$ cat config.mk
export PLATFORM = sky130hd
export DESIGN_NAME = smm_front
export DESIGN_NICKNAME = d
export VERILOG_FILES = /design/src/rtl/assert_macros.svh /design/src/rtl/smm_pkg.sv /design/src/rtl/smm_front.sv
export SDC_FILE = /design/constraint.sdc
export NUM_CORES = 1
export LEC_CHECK = 0
export BUFFER_PORTS_ARGS = -buffer_cell sky130_fd_sc_hd__clkbuf_2
export CORE_AREA = 3 3 41 43
export DETAILED_ROUTE_END_ITERATION = 10
export DIE_AREA = 0 0 44 46
export PLACE_DENSITY = 0.79
export SLEW_MARGIN = 20
export SYNTH_ARGS = -nofsm -noshare
export SYNTH_HDL_FRONTEND = slang
export SYNTH_SLANG_ARGS = --single-unit
export TNS_END_PERCENT = 10
$ cat constraint.sdc
create_clock -name vclk -period 0.8
set_input_delay 0 -clock vclk [all_inputs]
set_output_delay 0 -clock vclk [all_outputs]
set_load 0.05 [all_outputs]
$ cat src/rtl/assert_macros.svh
// Concurrent assertion helpers, removed for synthesis.
`ifndef ASSERT_MACROS_SVH
`define ASSERT_MACROS_SVH

`ifndef SYNTHESIS

`define SMM_ASSERT(lbl, clk, rstn, prop) \
    lbl: assert property (@(posedge clk) disable iff (!rstn) prop) \
        else $error("assertion failed");

`define SMM_NEVER(lbl, clk, rstn, expr) \
    lbl: assert property (@(posedge clk) disable iff (!rstn) !(expr)) \
        else $error("forbidden condition");

`else

`define SMM_ASSERT(lbl, clk, rstn, prop)

`define SMM_NEVER(lbl, clk, rstn, expr)

`endif

`endif

$ cat src/rtl/smm_pkg.sv
`timescale 1ns / 1ps

package smm_pkg;

    localparam int SMM_DIM    = 64;
    localparam int SMM_QDEPTH = 4;

    localparam int IDX_W  = 6;
    localparam int DATA_W = 16;
    localparam int PROD_W = 32;
    localparam int SUM_W  = 40;

    typedef enum logic [1:0] {
        CMD_LOAD_A  = 2'd0,
        CMD_LOAD_B  = 2'd1,
        CMD_COMPUTE = 2'd2
    } cmd_t;

    typedef struct packed {
        cmd_t                      cmd;
        logic [IDX_W-1:0]          row;
        logic signed [DATA_W-1:0]  value;
    } smm_cmd_t;

endpackage

$ cat src/rtl/smm_front.sv
`timescale 1ns / 1ps

module smm_front
    import smm_pkg::*;
#(
    parameter int DIM = SMM_DIM
) (
    input  logic                          s_axis_tvalid,
    output logic                          s_axis_tready,
    input  logic [31:0]                   s_axis_tdata,   // row[5:0], col[11:6], value[27:12]
    input  logic [1:0]                    s_axis_tuser,   // cmd[1:0]
    input  logic                          q_full,
    output logic                          push,
    output smm_cmd_t                      push_cmd,
    output logic [$clog2(DIM*DIM)-1:0]    push_addr
);

    localparam int ADDR_W = $clog2(DIM*DIM);

    logic [IDX_W-1:0]  row;
    logic [IDX_W-1:0]  col;
    logic              row_ok;
    logic              col_ok;
    logic              keep;

    assign row    = s_axis_tdata[5:0];
    assign col    = s_axis_tdata[11:6];
    assign row_ok = 32'(row) < DIM;
    assign col_ok = 32'(col) < DIM;

    assign s_axis_tready = !q_full;

    // drop unused codes and out-of-range indexes here
    always_comb
    begin
        keep = 1'b0;
        unique case (s_axis_tuser) inside
            CMD_LOAD_A, CMD_LOAD_B: keep = row_ok && col_ok;
            CMD_COMPUTE:            keep = row_ok;
            default:                keep = 1'b0;
        endcase
    end

    assign push           = s_axis_tvalid && !q_full && keep;
    assign push_cmd.cmd   = cmd_t'(s_axis_tuser);
    assign push_cmd.row   = row;
    assign push_cmd.value = s_axis_tdata[27:12];
    // element address for loads, row base for compute
    assign push_addr = ADDR_W'(ADDR_W'(row) * ADDR_W'(DIM))
                     + ((s_axis_tuser == CMD_COMPUTE) ? '0 : ADDR_W'(col));

endmodule

Word level (Yosys, flattened, before mapping)

Index checks and enable logic that the tools add are counted.

Bits in writable memories: 0
Latch bits: 0
Memories: 0
Bits in registers: 0
Input port bits: 36
Word-level logic and storage cells: 10
Bits in read-only memories: 0

Magnitude comparators: 0
Eq/ne operators: 2
Div/mod/pow operators: 0
Bitwise operators: 0
$mul: 0
$add $sub $neg: 1
Shift-type cells: 0
Multiplexer cells: 2
Reduce and logical (&&, ||, !) cells: 5

Operators with widths:

| operator                                                              | count |
|---|---|
| 12-bit by 6-bit adder with 12-bit output                              | 1 |
| 6-bit 2-to-1 mux                                                      | 1 |
| 3-bit OR reduction                                                    | 1 |
| 2-bit by 1-bit equality test with 1-bit output, second input constant | 1 |
| 2-bit equality test, second input constant                            | 1 |
| 1-bit logical AND                                                     | 2 |
| 2-bit zero test                                                       | 1 |
| 1-bit zero test                                                       | 1 |
| 1-bit 2-to-1 mux                                                      | 1 |

Longest topological paths before layout

Depth in word-level cells: 4
Depth in mapped cells: 2

Least setup slack after synthesis

Ideal clock, no wire load.

Path type: input to output
Start: input port q_full
End: output port push
Stages on the path: 2
Data required time: 0.800 ns
Path buffers: 0
Data arrival time: 0.849 ns
Slack: -0.049 ns
Cells stage by stage: inv_1 > and3_1

Word-level cells in the longest chain between the ends: 3

Ends and longest elaborated chain:

| what                           | line            | text |
|---|---|---|
| start, declared                | smm_front.sv:12 | `input logic q_full,` |
| 1-bit zero test                | smm_front.sv:44 | `assign push = s_axis_tvalid && !q_full && keep;` |
| 1-bit logical AND (2 in a row) | smm_front.sv:44 |  |
| end, declared                  | smm_front.sv:13 | `output logic push,` |

No other way between the ends.

Worst setup path after layout

Start: input port s_axis_tuser[0]
End: output port push_addr[1]

Word-level cells in the longest chain between the ends: 3

Ends and longest elaborated chain:

| what                                     | line            | text |
|---|---|---|
| start, declared                          | smm_front.sv:11 | `input logic [1:0] s_axis_tuser,` |
| 2-bit equality test                      | smm_front.sv:50 | `+ ((s_axis_tuser == CMD_COMPUTE) ? '0 : ADDR_W'(col));` |
| 6-bit 2-to-1 mux                         | smm_front.sv:50 |  |
| 12-bit by 6-bit adder with 12-bit output | smm_front.sv:50 |  |
| end, declared                            | smm_front.sv:15 | `output logic [$clog2(DIM*DIM)-1:0] push_addr` |

No other way between the ends.

==> impl_metrics.csv <==
group,metric,value,unit
route,num_vias,147,
route,drc,0,
logic_synthesis,yosysWarnings,0,
logic_synthesis,synth_area_leaders,"buf_4 78%, and2_1 13%, nand2b_4 4.7%",
route,dr.pass1.iters,1,
die,start_util,0.218,
placed_design,dpl_cell_area,185,µm²
global_routing,grt_pass1_wl,648,µm
min_path,hold_path_depth,0,
die,core-area,1330,µm²
die,die_x,44,µm
global_routing,grt_pass1_vias,129,
placed_design,dp_cells,45,
cts,cts.repair.resized,0,
timing,fin_ws,0.158,ns
timing,fin_crit_sh,0.803,
global_routing,use_met2,0.0552,
worst_setup_path,crit_type,"in -> out",
global_routing,use_met3,0.0316,
timing,max_freq,1.56,GHz
logic_synthesis,ys_seq_area_frac,0,
worst_setup_path,critPathMaxFanout,6,
timing,finalSetupViolCount,0,
logic_synthesis,yosysUniqueCellTypes,6,
min_path,hold_start,"s_axis_tdata[25]",
route,routed_wirelength,493,µm
power,vdd_drop_max,0.239,mV
cts,holdBufCountCts,0,
die,fp-row-count,13,
timing,slew_headroom,0.813,
run,max_cap_violations,0,
timing,layout_min_cycle_time,0.642,ns
layout,final_cells,45,
global_routing,grt.total_usage,0.0414,
placed_design,port_buffers,20,
layout,final_area,185,µm²
layout,drive_gt1_frac,0.733,
layout,final_nets,68,
timing,setup_tns,0,ns
global_routing,antenna_found_initial,0,
logic_synthesis,synth_area_leader_cell,"buf_4",
power,p_leak,0.120,nW
worst_setup_path,crit_arrival,0.64,ns
global_routing,grt_max_degree,7,
logic_synthesis,syn_nets,76,
logic_synthesis,synth_top_area_share,0.776,
layout,seq_cells,0,
layout,final_common_cell,"clkbuf_2",
worst_setup_path,cp_slowest_cell,"clkbuf_2",
worst_setup_path,endpoint_kind,"output port",
outcome,status,"completed",
layout,antenna_cells,0,
route,postRouteAntennaNets,0,
min_path,hold_class,"in -> out",
timing,worst_pin_slew,0.282,ns
die,fp.dieH,46,µm
layout,clkbuf_count,0,
worst_setup_path,crit_required,0.80,ns
min_path,hold_end,"push_cmd[13]",
global_routing,globalRoute.busiestLayer,"met2",
worst_setup_path,cp-start-kind,"input pin",
global_routing,overflow,0,
route,avgRoutedWirePerCell,11.0,µm
worst_setup_path,critPathMostFrequentCell,"clkbuf_2",
global_routing,gr-usage-met1,0.0529,
worst_setup_path,max_stage_delay,0.27,ns
logic_synthesis,synth_area,290,µm²
layout,register_area,0,µm²
placed_design,preCtsSetupSlack,0.141,ns
worst_setup_path,crit_chain,"clkbuf_2 > nand2b_4 > and2_1 > clkbuf_2",
route,drtIter0Drc,0,
worst_setup_path,crit_family,"buffers and inverters",
cts,cts_setup_buffers,0,
placed_design,gp_congestion,0.600,
timing,final_max_slew_viol_count,0,
timing,rsz0062_at_grt,"false",
die,ios,74,
layout,areaGrowthSynthToFinish,-36.2,%
logic_synthesis,syn_avg_cell_area,7.26,µm²
timing,hold_viol,0,
power,power_density,1030,nW/µm²
layout,final_cell_mix,"20 x clkbuf_2, 6 x and2_1",
route,viasPerCell,3.27,
logic_synthesis,synth_cells,40,
die,dieArea,2020,µm²
worst_setup_path,path_buf_inv,2,
## worst max path at each step
stage / start / end / slack, ns / depth (start not counted)
6_report: s_axis_tuser[0] / push_addr[1] / 0.16 / 4
5_1_grt: s_axis_tuser[0] / push_addr[3] / 0.11 / 4
4_1_cts: s_axis_tuser[0] / push_addr[1] / 0.14 / 4
3_5_place_dp: s_axis_tuser[0] / push_addr[1] / 0.14 / 4
3_3_place_gp: s_axis_tuser[0] / push_addr[5] / 0.17 / 4
2_1_floorplan: q_full / push / 0.06 / 2
## power by group
part | internal, mW | switching (mW)
Sequential | 0 | 0
Combinational | 0.0522 | 0.138
Clock | 0 | 0
Total | 0.0522 | 0.138
## layer usage
layer | vias up | share of wire | routed length [µm]
met3 | 2 | 0.26 | 129
li1 | 71 | - | -
met1 | 53 | 0.32 | 160
met5 | - | 0 | 0
met4 | 0 | 0.0081 | 4
met2 | 21 | 0.40 | 199
## logic make-up after synthesis
logic type | count (synthesis) | share of synthesized area
AND/OR/NAND/NOR | 9 | 0.211
buffers and inverters | 31 | 0.789
## final cells by class
| type | instances | area (µm²) |
|---|---|---|
| Fill cell | 154 | 1150 |
| Multi-Input combinational cell | 9 | 62.6 |
| Inverter | 1 | 3.75 |
| Tap cell | 15 | 18.8 |
| Timing Repair Buffer | 20 | 100 |
## through the flow
stage	power (mW)	hold WS, ns	utilization
floorplan	0.520	0.167	-
detailed placement	0.193	0.000341	0.139
global placement	0.192	0.000341	0.139
global route	0.202	0.0000718	0.139
CTS	0.193	0.000341	0.139
finish	0.190	0.0000220	0.139
## cells in the mapped netlist
cell and number:
inv_1 1, and2_1 6, nand2b_4 1, and3_1 1, nand2_1 1, buf_4 30
Power figures use the tool's default switching activity.
