[config.mk]
export PLATFORM = sky130hd
export DESIGN_NAME = smm_queue
export DESIGN_NICKNAME = d
export VERILOG_FILES = /design/src/rtl/assert_macros.svh /design/src/rtl/smm_queue.sv
export SDC_FILE = /design/constraint.sdc
export NUM_CORES = 1
export LEC_CHECK = 0
export ABC_AREA = 1
export BUFFER_PORTS_ARGS = -buffer_cell sky130_fd_sc_hd__buf_2
export CORE_MARGIN = 4
export CORE_UTILIZATION = 64
export CTS_BUF_LIST = sky130_fd_sc_hd__clkbuf_4 sky130_fd_sc_hd__clkbuf_8
export DETAILED_ROUTE_END_ITERATION = 10
export GPL_TIMING_DRIVEN = 0
export PLACE_DENSITY = 0.88
export SLEW_MARGIN = 0
export SYNTH_ARGS = -nofsm -noshare
export SYNTH_HDL_FRONTEND = slang
export SYNTH_SLANG_ARGS = --single-unit
[constraint.sdc]
create_clock -name clk -period 3.17 [get_ports clk]
set_clock_uncertainty 0.05 [all_clocks]
set_input_delay 0 -clock clk [delete_from_list [all_inputs] [get_ports clk]]
set_output_delay 0 -clock clk [all_outputs]
set_load 0.03 [all_outputs]
[src/rtl/assert_macros.svh]
// Concurrent assertion helpers, removed for synthesis.
`ifndef ASSERT_MACROS_SVH
`define ASSERT_MACROS_SVH

`ifndef SYNTHESIS

`define SMM_ASSERT(lbl, clk, rstn, prop) \
    lbl: assert property (@(posedge clk) disable iff (!rstn) prop) \
        else $error("assertion failed");

`define SMM_NEVER(lbl, clk, rstn, expr) \
    lbl: assert property (@(posedge clk) disable iff (!rstn) !(expr)) \
        else $error("forbidden condition");

`else

`define SMM_ASSERT(lbl, clk, rstn, prop)

`define SMM_NEVER(lbl, clk, rstn, expr)

`endif

`endif

[src/rtl/smm_queue.sv]
`timescale 1ns / 1ps

module smm_queue #(
    parameter int WIDTH = 8,
    parameter int DEPTH = 4
) (
    input  logic             clk,
    input  logic             rst_n,
    input  logic             push,
    input  logic [WIDTH-1:0] din,
    output logic             full,
    input  logic             pop,
    output logic [WIDTH-1:0] dout,
    output logic             empty
);

    localparam int PTR_W = (DEPTH > 1) ? $clog2(DEPTH) : 1;
    localparam int CNT_W = $clog2(DEPTH + 1);

    logic [WIDTH-1:0] mem [DEPTH];
    logic [PTR_W-1:0] wr_ptr_reg, wr_ptr_next;
    logic [PTR_W-1:0] rd_ptr_reg, rd_ptr_next;
    logic [CNT_W-1:0] count_reg, count_next;
    logic             do_push;
    logic             do_pop;

    assign full    = count_reg == CNT_W'(DEPTH);
    assign empty   = count_reg == '0;
    assign do_push = push && !full;
    assign do_pop  = pop && !empty;
    assign dout    = mem[rd_ptr_reg];

    always_comb
    begin
        wr_ptr_next = wr_ptr_reg;
        rd_ptr_next = rd_ptr_reg;
        count_next  = count_reg;
        if (do_push)
        begin
            wr_ptr_next = (wr_ptr_reg == PTR_W'(DEPTH-1)) ? '0 : wr_ptr_reg + 1'b1;
        end
        if (do_pop)
        begin
            rd_ptr_next = (rd_ptr_reg == PTR_W'(DEPTH-1)) ? '0 : rd_ptr_reg + 1'b1;
        end
        if (do_push && !do_pop)
        begin
            count_next = count_reg + 1'b1;
        end
        else if (do_pop && !do_push)
        begin
            count_next = count_reg - 1'b1;
        end
    end

    always_ff @(posedge clk or negedge rst_n)
    begin
        if (!rst_n)
        begin
            wr_ptr_reg <= '0;
            rd_ptr_reg <= '0;
            count_reg  <= '0;
        end
        else
        begin
            wr_ptr_reg <= wr_ptr_next;
            rd_ptr_reg <= rd_ptr_next;
            count_reg  <= count_next;
        end
    end

    always_ff @(posedge clk)
    begin
        if (do_push)
        begin
            mem[wr_ptr_reg] <= din;
        end
    end

endmodule

# Word level (Yosys, flattened, before mapping)
# Memories as Yosys holds them, arrays and structs flattened.
# Index checks and enable logic that the tools add are counted.
# word_totals
ff_bits	7
latchBits	0
ramBits	32
rom_bits	0
in_bits	12
output_inout_bits	10
word_cells	27
mem_count	1
# classes
addsub	4
mul	0
n_div	0
n_lt_le_gt_ge	0
n_eq_ne	3
n_shift	0
muxes	6
bitwise_logic	0
reduce_logical	10
# mem_list
memory	words	width	rd	rd_clocked_by_memory_dff	write_ports	line	source
mem	4	8	1	0	1	smm_queue.sv:20	logic [WIDTH-1:0] mem [DEPTH];
# ops
cell	n
2-to-1 mux 3 bit	2
adder 2 x 1 -> 2 bit (second input constant)	2
equality test 2 bit (second input constant)	2
logical AND 1 bit	4
zero test 1 bit	4
2-to-1 mux 2 bit	2
adder 3 x 1 -> 3 bit (second input constant)	1
equality test 3 bit (second input constant)	1
zero test 3 bit	1
subtractor 3 x 1 -> 3 bit (second input constant)	1
2-to-1 mux 1 bit	2
nonzero test 2 bit	1

# Depth between registers and ports, before layout
# Gate-level depths: netlist (run 1).
# depth
depth_word	7
ltp_mapped	12
mapped_depth_nobuf	12

# Worst setup path after synthesis (run 1)
# Ideal clock, no wire load.
# synth_path
kind	flip-flop to flip-flop
startpoint	reg count_reg[0]
endpoint	reg count_reg[1]
setup_time_ns	0.126
arrival_time_ns	1.567
required_time_ns	2.994
slack_ns	1.427
path_stages_with_launch	10
n_path_buf	0
synth_period_minus_slack_ns	1.743
cell_sequence	dfrtp_1 > inv_2 > nand3_1 > nand2_2 > inv_1 > ha_1 > inv_1 > fa_1 > nand2_1 > o21ai_0
# synth_via
elab_cells_between_ends	15
classes_between	2 x add/sub; 1 x eq/ne; 2 x mux; 10 x reduce/logical
# synth_rtl
item	line	source
start: declaration	smm_queue.sv:23	logic [CNT_W-1:0] count_reg, count_next;
start signal: assignment	smm_queue.sv:68	count_reg <= count_next;
equality test 3 bit	smm_queue.sv:27	assign full = count_reg == CNT_W'(DEPTH);
zero test 1 bit	smm_queue.sv:29	assign do_push = push && !full;
logical AND 1 bit	smm_queue.sv:29	
via do_push	smm_queue.sv:24	logic do_push;
logical AND 1 bit	smm_queue.sv:46	if (do_push && !do_pop)
2-to-1 mux 3 bit	smm_queue.sv:46	
via count_next[1]	smm_queue.sv:23	
# The timed path passes the listed nets, and every way through them passes these cells. The select of a mux whose other input is x is not followed.
# A chain may end at the register's enable or synchronous reset.

# Worst setup path after layout (run 1)
# Ends and elaborated chain as after synthesis.

==> results of run 1 <==
critical path: stages, from the launching register on:
cell and delay, ns:
dfrtp_1 0.45, inv_2 0.08, nand3_1 0.15, nand2_2 0.16, inv_1 0.07, ha_1 0.22
inv_1 0.09, fa_1 0.41, nand2_1 0.07, o21ai_0 0.08
power groups by stage:
stage | clock network [W] | logic [W] | registers (W)
final | 0.000253 | 0.000919 | 0.000756
after global routing | 0.000276 | 0.000996 | 0.000767
after CTS | 0.000248 | 0.000911 | 0.000752
after detailed placement | 0 | 0.000893 | 0.000763
after global placement | 0 | 0.000845 | 0.000754
after floorplan | 0 | 0.000661 | 0.000747
metrics by stage:
step	util, %	setup WS [ns]
2_1_floorplan	-	1.43
3_3_place_gp	74.7	1.33
3_5_place_dp	74.7	1.21
4_1_cts	81.7	1.21
5_1_grt	81.7	1.10
6_report	81.7	1.22
kinds of logic after synthesis:
group | synth area share, %
adder cells (fa/ha/maj) | 5.41
AO/OA/AOI/OAI | 7.40
buffers and inverters | 10.0
XOR/XNOR | 0.498
flip-flops | 64.6
AND/OR/NAND/NOR | 12.1
placed cells by master, fill, tap and decap left out, types with 6 or more instances in the layout:
cell type      instances
nand2_1               38
edfxtp_1              32
inv_1                 31
buf_2                 21
o211ai_1              15
dlygate4sd3_1         12
nand3_1                7
dfrtp_1                7
nor2_1                 6
ha_1                   6
clkbuf_4               6
worst min-delay path by stage:
stage	startpoint	cells after the start	end
after floorplan	rst_n	0	count_reg[0]
after global placement	rst_n	1	wr_ptr_reg[0]
after CTS	din[5]	2	mem[0][5]
final	din[6]	2	mem[2][6]
after detailed placement	rst_n	1	wr_ptr_reg[0]
after global routing	din[6]	2	mem[2][6]
final cells by class:
cell class                 instances  area (um2)  area share (%)
buffer                             5        56.3            2.71
clock buffer                       6        45.0            2.17
clock inverter                     2        12.5           0.602
inverter                          32         120            5.78
multi-input combinational         78         447            21.5
sequential                        39        1140            54.6
tap                               30        37.5            1.81
timing repair buffer              33         225            10.8
metal layers:
layer  track usage, %  part of all wire, %  vias to the layer above
met5                0                    0                        -
met4             10.2                  2.1                        0
met3             4.89                  5.5                       10
met2             38.6                   52                       40
met1             27.9                   40                      574
li1                 -                    -                      586
repair_timing:
item,4_1_cts,5_1_grt
resized for setup,0,0
hold endpoints to repair,43,0
hold buffers,12,0
==> metrics.cfg, run 1 <==
[clock_network]
cts_tree = yes
clock_path_buffers = 2
cts.sinks = 39
clkLatencyLatePin_ns = 0.33
post_cts_buffers = 0
clk_pin_slew_worst_paths_ns = 0.12
numCtsBuffers = 5
root_buffer = clkbuf_4
cts_max_level = 2

[timing]
worst_hold_slack_ns = 0.345
period_share_pct = 61.5
hold_viol_final = 0
fin_tns_setup_ns = 0
worst_slew_pin_slew_ns = 0.816
setup_viol = 0
drv_slew = 0
grt_setup_unrepaired = no
slew_headroom_pct = 45.4
max_freq_mhz = 513
post-route-min-period_ns = 1.95

[synthesis]
synthCells = 154
netlist.area_leader.share_pct = 54.6
syn_area_per_cell_um2 = 11.4
synth_flop_cell = edfxtp_1
synth.area.top_cells = edfxtp_1 (55%), dfrtp_1 (10%), nand2_1 (8.1%), inv_1 (6.6%), o211ai_1 (6.4%)
synth-seq-area-share_pct = 64.6
yosysWarnings = 0
synthTopCellsByCount = nand2_1 (38), edfxtp_1 (32), inv_1 (31), o211ai_1 (15)
synth_async_sr_flop_share_pct = 17.9
ys_ff_latch = 39
synth_top_area_cell = edfxtp_1
yosysMostFrequentCell = nand2_1
syn_area_mm2 = 0.00176
synth_cell_type_count = 16
synth_edf_count = 32
syn_nets = 173

[floorplan]
row_count = 18
die_w_um = 60.4
num_io_pins = 22
coreArea_mm2 = 0.00254
fp.dieH_um = 60.4
start_util_pct = 69.1
die_area_mm2 = 0.00365

[detailed_routing]
avgViaCountPerCell = 5.38
antenna_left = 0
vias = 1210
drtPass1Iterations = 4
drc = 0
drt_iter0_drc = 88
wl_per_cell_um = 16.1
routed_wl_mm = 3.63

[hold_path]
hp-class = in2reg

[flow_run]
maxCapViolCount = 0

[layout]
syn_to_final_growth_pct = 18.2
drive_above_1_share_pct = 19.0
fillCellCount = 142
layout.cells.non_filler = 225
nNetsFinal = 213
largest_reg_flops = 32
final_area_mm2 = 0.00208
diodes = 0

[global_routing]
grt_max_degree = 13
grt_overflow = 0
grt_pass1_wl_mm = 5.76
grt.total_usage_pct = 22.7
first_global_vias = 1212
antenna_found_initial = 0

[power]
p_seq_share_pct = 39.2
clkPwrFrac_pct = 13.1
switching_share_pct = 43.4
internal-power_w = 0.00109
leakagePower_nw = 0.942
p_switching_w = 0.000837
p_total_w = 0.00193
comb_power_share_pct = 47.7
ir_worst_vdd_uv = 890
p_per_area_mw_per_mm2 = 927

[place]
dpl.cell_count = 205
detailed_place.area_mm2 = 0.00190
dpl.hpwl_mm = 2.30
io_buffers = 21
gp_congestion = 0.761

[setup_path]
cp_data_arrival_time_ns = 2.12
r2r_cells = 9
crit_path_end = count_reg[1]
crit_path_start_kind = flip-flop
crit_start = count_reg[0]
r2r-start = count_reg[0]
reg2reg_slack_ns = 1.22
crit_path_end_kind = flip-flop
reg2reg_to = count_reg[1]
path_class = reg2reg
cp_max_fo = 7
crit_required_ns = 3.34

[run_status]
status = complete, no violations

No activity file was read; power rests on OpenSTA's default activity.
==> run 2, diff against run 1 <==
CORE_UTILIZATION = 59   (was 64)
PLACE_DENSITY = 0.82   (was 0.88)
clock period = 2 ns   (was 3.17 ns; I/O delays follow)
==> metrics.cfg, run 2 (same netlist as run 1, synthesis figures left out) <==
[timing]
fin_tns_setup_ns = 0  ; unchanged
setup_viol = 0  ; unchanged
hold_viol_final = 0  ; unchanged
max_freq_mhz = 535  ; was 513 MHz
drv_slew = 0  ; unchanged
period_share_pct = 93.5  ; was 61.5%
post-route-min-period_ns = 1.87  ; was 1.95 ns
grt_setup_unrepaired = no  ; unchanged
worst_hold_slack_ns = 0.354  ; was 0.345 ns
worst_slew_pin_slew_ns = 0.813  ; was 0.816 ns
slew_headroom_pct = 45.6  ; was 45.4%

[layout]
largest_reg_flops = 32  ; unchanged
layout.cells.non_filler = 229  ; was 225
diodes = 0  ; unchanged
drive_above_1_share_pct = 23.7  ; was 19.0%
syn_to_final_growth_pct = 21.4  ; was 18.2%
final_common_cell = nand2_1  ; unchanged
final_area_mm2 = 0.00214  ; was 0.00208 mm2
nNetsFinal = 216  ; was 213
final_cell_mix = nand2_1 (36), edfxtp_1 (32), inv_1 (30)  ; was nand2_1 (38), edfxtp_1 (32), inv_1 (31)

[run_status]
status = complete, no violations  ; unchanged

[setup_path]
path_class = reg2reg  ; unchanged
cp_data_arrival_time_ns = 2.10  ; was 2.12 ns
crit_path_end_kind = flip-flop  ; unchanged
crit_path_start_kind = flip-flop  ; unchanged
crit_required_ns = 2.23  ; was 3.34 ns
cp_cell_sequence = inv_1 -> nand3_2 -> nand2_2 -> ha_2 -> inv_1 -> fa_2 -> inv_1 -> nand2_1 -> nand3_1 -> nand2_1 -> nand2_1  ; was inv_2 -> nand3_1 -> nand2_2 -> inv_1 -> ha_1 -> inv_1 -> fa_1 -> nand2_1 -> o21ai_0
cpMaxStageDelayCell = dfrtp_1  ; unchanged
cp_max_fo = 4  ; was 7
slowest_delay_ns = 0.44  ; was 0.45 ns
reg2reg_slack_ns = 0.13  ; was 1.22 ns

[floorplan]
coreArea_mm2 = 0.00281  ; was 0.00254 mm2
fp.dieH_um = 62.6  ; was 60.4 um
row_count = 19  ; was 18
die_area_mm2 = 0.00392  ; was 0.00365 mm2
start_util_pct = 62.7  ; was 69.1%
num_io_pins = 22  ; unchanged
die_w_um = 62.6  ; was 60.4 um

[clock_network]
cts_max_level = 2  ; unchanged
clkLatencyLatePin_ns = 0.34  ; was 0.33 ns
numCtsBuffers = 5  ; unchanged
cts_tree = yes  ; unchanged
clk_pin_slew_worst_paths_ns = 0.11  ; was 0.12 ns
clock_path_buffers = 2  ; unchanged
cts.sinks = 39  ; unchanged
root_buffer = clkbuf_4  ; unchanged

[detailed_routing]
vias = 1213  ; was 1210
antenna_left = 0  ; unchanged
routed_wl_mm = 3.54  ; was 3.63 mm
drc = 0  ; unchanged
drt_iter0_drc = 35  ; was 88
drtPass1Iterations = 4  ; unchanged
wl_per_cell_um = 15.5  ; was 16.1 um
avgViaCountPerCell = 5.30  ; was 5.38

[global_routing]
grt.total_usage_pct = 20.0  ; was 22.7%
antenna_found_initial = 0  ; unchanged
grt_max_degree = 12  ; was 13
met2_usage_pct = 34.4  ; was 38.6%
grt_overflow = 0  ; unchanged
top_usage_layer = met2  ; unchanged
use_met1_pct = 23.5  ; was 27.9%
grt_pass1_wl_mm = 5.79  ; was 5.76 mm
use_met3_pct = 4.50  ; was 4.89%
first_global_vias = 1204  ; was 1212

[power]
p_per_area_mw_per_mm2 = 1470  ; was 927 mW/mm2
ir_worst_vdd_uv = 985  ; was 890 uV
leakagePower_nw = 0.963  ; was 0.942 nW
p_total_w = 0.00315  ; was 0.00193 W

[place]
gp_congestion = 0.786  ; was 0.761
io_buffers = 21  ; unchanged
dpl.cell_count = 206  ; was 205
detailed_place.area_mm2 = 0.00190  ; about the same
dpl.hpwl_mm = 2.30  ; about the same

[hold_path]
hp-class = in2reg  ; unchanged

[flow_run]
maxCapViolCount = 0  ; unchanged

run 2: cell count changes in the layout (fill, tap and decap cells not counted), sizes merged:
cell / delta
buf: +3
clkbuf: +1
clkinvlp: -1
run 2: timing repair:
action	CTS	global route
buffers inserted	1	2
hold buffers	12	0
resized for setup	0	9
endpoints found under the setup margin	1	10
endpoints found under the hold margin	43	0
run 2: report_power, final:
group | switching (W) | internal (W)
Combinational | 0.00101 | 0.000544
Clock | 0.000236 | 0.000164
Sequential | 0.0000991 | 0.00109
run 2: through the flow:
step	utilization [%]	worst slack [ns]
2_1_floorplan	-	0.257
3_3_place_gp	67.8	0.154
3_5_place_dp	67.8	0.0156
4_1_cts	74.4	0.00341
5_1_grt	76.1	0.0261
6_report	76.1	0.131
run 2: final timing paths:
kind                          startpoint             to  cells past startpoint
min                               din[0]      mem[2][0]                      2
max                         count_reg[2]   count_reg[2]                     11
max in group asynchronous          rst_n  rd_ptr_reg[0]                      3
min in group asynchronous          rst_n   count_reg[2]                      3
max reg2reg                 count_reg[2]   count_reg[2]                     11
min reg2reg                wr_ptr_reg[1]  wr_ptr_reg[1]                      2
run 2: final cells by class:
class / count / area [um2]
clock buffers: 7 / 52.6
plain buffers: 5 / 56.3
repair buffers: 36 / 248
well taps: 31 / 38.8
clock inverters: 1 / 5.00
multi-input cells: 78 / 479
flip-flops and latches: 39 / 1140
fillers: 192 / 669
inverters: 32 / 120
run 2: routing by layer:
layer,part of all wire (%),vias up
li1,-,596
met1,39,581
met2,53,31
met3,5.9,5
met4,1.8,0
met5,0,-
run 2: worst max-delay path: cells and delay by family, from the launching register on:
kind,cells,cell delay (ns)
buf+inv,3,0.26
simple gates,6,0.52
fa+ha+maj,2,0.54
flops,1,0.44
